### config.mk
export PLATFORM = sky130hd
export DESIGN_NAME = lmi_ram
export DESIGN_NICKNAME = d
export VERILOG_FILES = /design/src/hw/rtl/lmi_ram.sv
export SDC_FILE = /design/constraint.sdc
export NUM_CORES = 1
export LEC_CHECK = 0
export BUFFER_PORTS_ARGS = -buffer_cell sky130_fd_sc_hd__buf_2
export CAP_MARGIN = 5
export CORE_UTILIZATION = 44
export CTS_CLUSTER_SIZE = 14
export DETAILED_ROUTE_END_ITERATION = 10
export GPL_TIMING_DRIVEN = 0
export PLACE_DENSITY = 0.71
export SKIP_CTS_REPAIR_TIMING = 1
export SYNTH_ARGS = -nofsm -noshare
export SYNTH_HDL_FRONTEND = slang
export SYNTH_SLANG_ARGS = --single-unit
### constraint.sdc
create_clock -name clk -period 2.2 [get_ports clk]
set_input_delay 0.44 -clock clk [delete_from_list [all_inputs] [get_ports clk]]
set_output_delay 0.44 -clock clk [all_outputs]
set_load 0.02 [all_outputs]
### src/hw/rtl/lmi_ram.sv
// Generic single-write, single-read RAM with registered read data.
// No dependencies.
`default_nettype none
module lmi_ram #(
  parameter int WIDTH = 8,
  parameter int DEPTH = 16
) (
  input  wire logic                     clk,
  input  wire logic                     we,
  input  wire logic [$clog2(DEPTH)-1:0] waddr,
  input  wire logic [WIDTH-1:0]         wdata,
  input  wire logic [$clog2(DEPTH)-1:0] raddr,
  output logic      [WIDTH-1:0]         rdata
);
  logic [WIDTH-1:0] mem [DEPTH];

  always_ff @(posedge clk) begin
    if (we) begin
      mem[waddr] <= wdata;
    end
    rdata <= mem[raddr];
  end
endmodule
`default_nettype wire

==> results.yml <==
clock_network:
  cts-htree-levels: 4
  clkSinkCount: 136
  clock_latency_ns: 0.41
  cts_inserted_buffers: 17
  path_clk_slew_ns: 0.06
  cts_tree: "done"
  ctsLongestPathBuffers: 2
  cts_root_buffer: "clkbuf_16"
setup_path:
  worstReg2RegEnd: "rdata[2]"
  reg2reg_depth: 3
  critical_path_arrival_ns: 2.04
  cp.required_ns: 2.21
  crit_type: "in -> reg"
  crit_path_end_kind: "flip-flop"
  r2r_slack_ns: 0.77
  r2r_start: "mem[6][2]"
  worst_setup_path_start_kind: "input pin"
  crit_fanout: 8
finish:
  syn2layout_area_growth_pct: 18.08
  fill_cells: 892
  final_area_um2: 6078
  finish.utilization_pct: 53.23
  nets: 291
  n_antenna_cell: 0
  finalNonFillerCells: 429
  layout-drive-gt1-share_pct: 30.07
floorplanning:
  die_area_um2: 12140
  pin_count: 26
  design.core.area_um2: 11420
  rows: 39
  die_w_um: 110.2
  start_util_pct: 45.08
  die_h_um: 110.2
global_routing:
  grtUsageMet1_pct: 22.85
  overflow: 0
  grt_usage_pct: 17.52
  grt_pass1_wl_um: 14110
  grtUsageMet3_pct: 6.232
  gr-usage-met2_pct: 27.10
  grt_pass1_vias: 2395
  grt_max_degree: 17
  antenna_found_initial: 0
  top_usage_layer: "met2"
route:
  drc: 0
  routed_wl_um: 9545
  vias_per_cell: 5.599
  vias: 2402
  drtIter0Drc: 169
  drt-pass1-iter-count: 4
  ant_nets: 0
  wire_per_inst_um: 22.25
yosys:
  syn_nets: 247
  synth_cell_type_count: 19
  syn_inst: 229
  synth-seq-cells: 136
  synth_top_area_cell: "edfxtp_1"
  synthTopCellsByArea: "edfxtp_1 75%, mux4_2 7.9%, mux4_1 7.1%, dfxtp_1 3.1%, a22oi_1 2.3%"
  synthesis.area_um2: 5147
  ys_seq_area_share_pct: 77.78
  synth_top_cell_area_share_pct: 74.67
  synth.avg_cell_area_um2: 22.48
  ys_warn_count: 0
pwr:
  power_density_nw_per_um2: 1012
  peakVddDrop_v: 0.0005219
  p_leak_nw: 2.044
timing:
  fin_skew_ns: 0.01276
  slew_viol_final: 0
  period_share_pct: 92.32
  hold_viol: 0
  slew_headroom_pct: 15.00
  setup_viol: 0
  fin_tns_setup_ns: 0
  grt_setup_unrepaired: "no"
  worstMarginPinSlew_ns: 1.265
  fmax_mhz: 492.4
  hold_ws_ns: 0.4375
  period_needed_ns: 2.031
placement:
  place_area_um2: 5446
  gp_congestion: 0.7319
  dp_cells: 396
  hpwl_um: 5932
  portBuffers: 24
hold_path:
  hold_class: "in -> reg"
  min_to: "mem[10][1]"
  hold_depth: 1
  worstHoldStart: "wdata[1]"
status:
  outcome: "finished clean"
job:
  maxCapViolations: 0
==> registers in the layout, summed over array words and instances (netlist names) <==
register,count
mem,128
rdata,8
==> layer usage <==
| layer | vias to the layer above | share of wire [%] |
|---|---|---|
| met4 | 0 | 1.7 |
| met2 | 104 | 48 |
| met5 | - | 0 |
| met1 | 1218 | 42 |
| li1 | 1066 | - |
| met3 | 14 | 7.4 |
==> layout make-up <==
cell class / instances / area, µm² / share of cell area [%]
sequential: 136 / 4004 / 65.87
multi-input combinational: 83 / 1057 / 17.39
clock buffer: 17 / 425.4 / 6.999
clock inverter: 15 / 201.4 / 3.314
tap: 143 / 178.9 / 2.944
timing repair buffer: 25 / 125.1 / 2.058
buffer: 10 / 86.33 / 1.420
==> worst max-delay path by stage <==
stage	from	end	slack [ns]	cells past startpoint
4_1_cts	waddr[2]	mem[0][4]	0.16	3
6_report	waddr[2]	mem[0][7]	0.17	3
3_5_place_dp	waddr[2]	mem[0][0]	-0.26	3
3_3_place_gp	waddr[2]	mem[0][0]	-0.27	3
5_1_grt	waddr[2]	mem[0][7]	0.09	3
2_1_floorplan	waddr[2]	mem[0][0]	0.27	2
==> critical path, stage by stage <==
cell    delay, ns
buf_2        0.11
or3b_2       0.53
nor3_1       0.95
==> where the power goes <==
group	internal [mW]	switching [mW]	leakage, nW
clock	1.90	1.05	0.300
combinational	0.115	0.176	0.520
sequential	2.90	0.0137	1.22
total	4.91	1.24	2.04
==> stage by stage <==
step	power (mW)	setup WS, ns
2_1_floorplan	3.131	0.2671
3_3_place_gp	3.247	-0.2676
3_5_place_dp	3.258	-0.2606
4_1_cts	6.189	0.1637
5_1_grt	6.319	0.08789
6_report	6.153	0.1690
==> cells by family after synthesis <==
group | after synthesis | share of synthesized area (%)
mux | 32 | 15.02
simple gates | 35 | 3.184
compound gates | 16 | 2.334
flops | 136 | 77.78
buf+inv | 10 | 1.677
==> synthesized netlist by cell type <==
master and count:
nand2b_1 2, dfxtp_1 8, nor3_1 4, mux4_2 18, nand2_1 9, clkdlybuf4s25_2 3, a22oi_1 16, and2b_1 1
or3b_2 1, nand3_1 1, nor2_1 13, buf_2 3, and2_1 1, mux4_1 14, nor2b_1 1, edfxtp_1 128
buf_4 1, nand3b_1 2, buf_6 3
==> cells in the final DEF (no fill, tap or decap), drive strengths merged, types with 3 or more instances in the layout <==
cell / Yosys / layout
edfxtp: 128 / 128
buf: 7 / 32
mux4: 32 / 32
clkbuf: 0 / 17
a22oi: 16 / 16
nor2: 13 / 13
nand2: 9 / 9
dfxtp: 8 / 8
clkinv: 0 / 6
nor3: 4 / 4
bufinv: 0 / 4
clkdlybuf4s25: 3 / 3
clkinvlp: 0 / 3
Note: power is estimated with default switching activity, not from simulation.
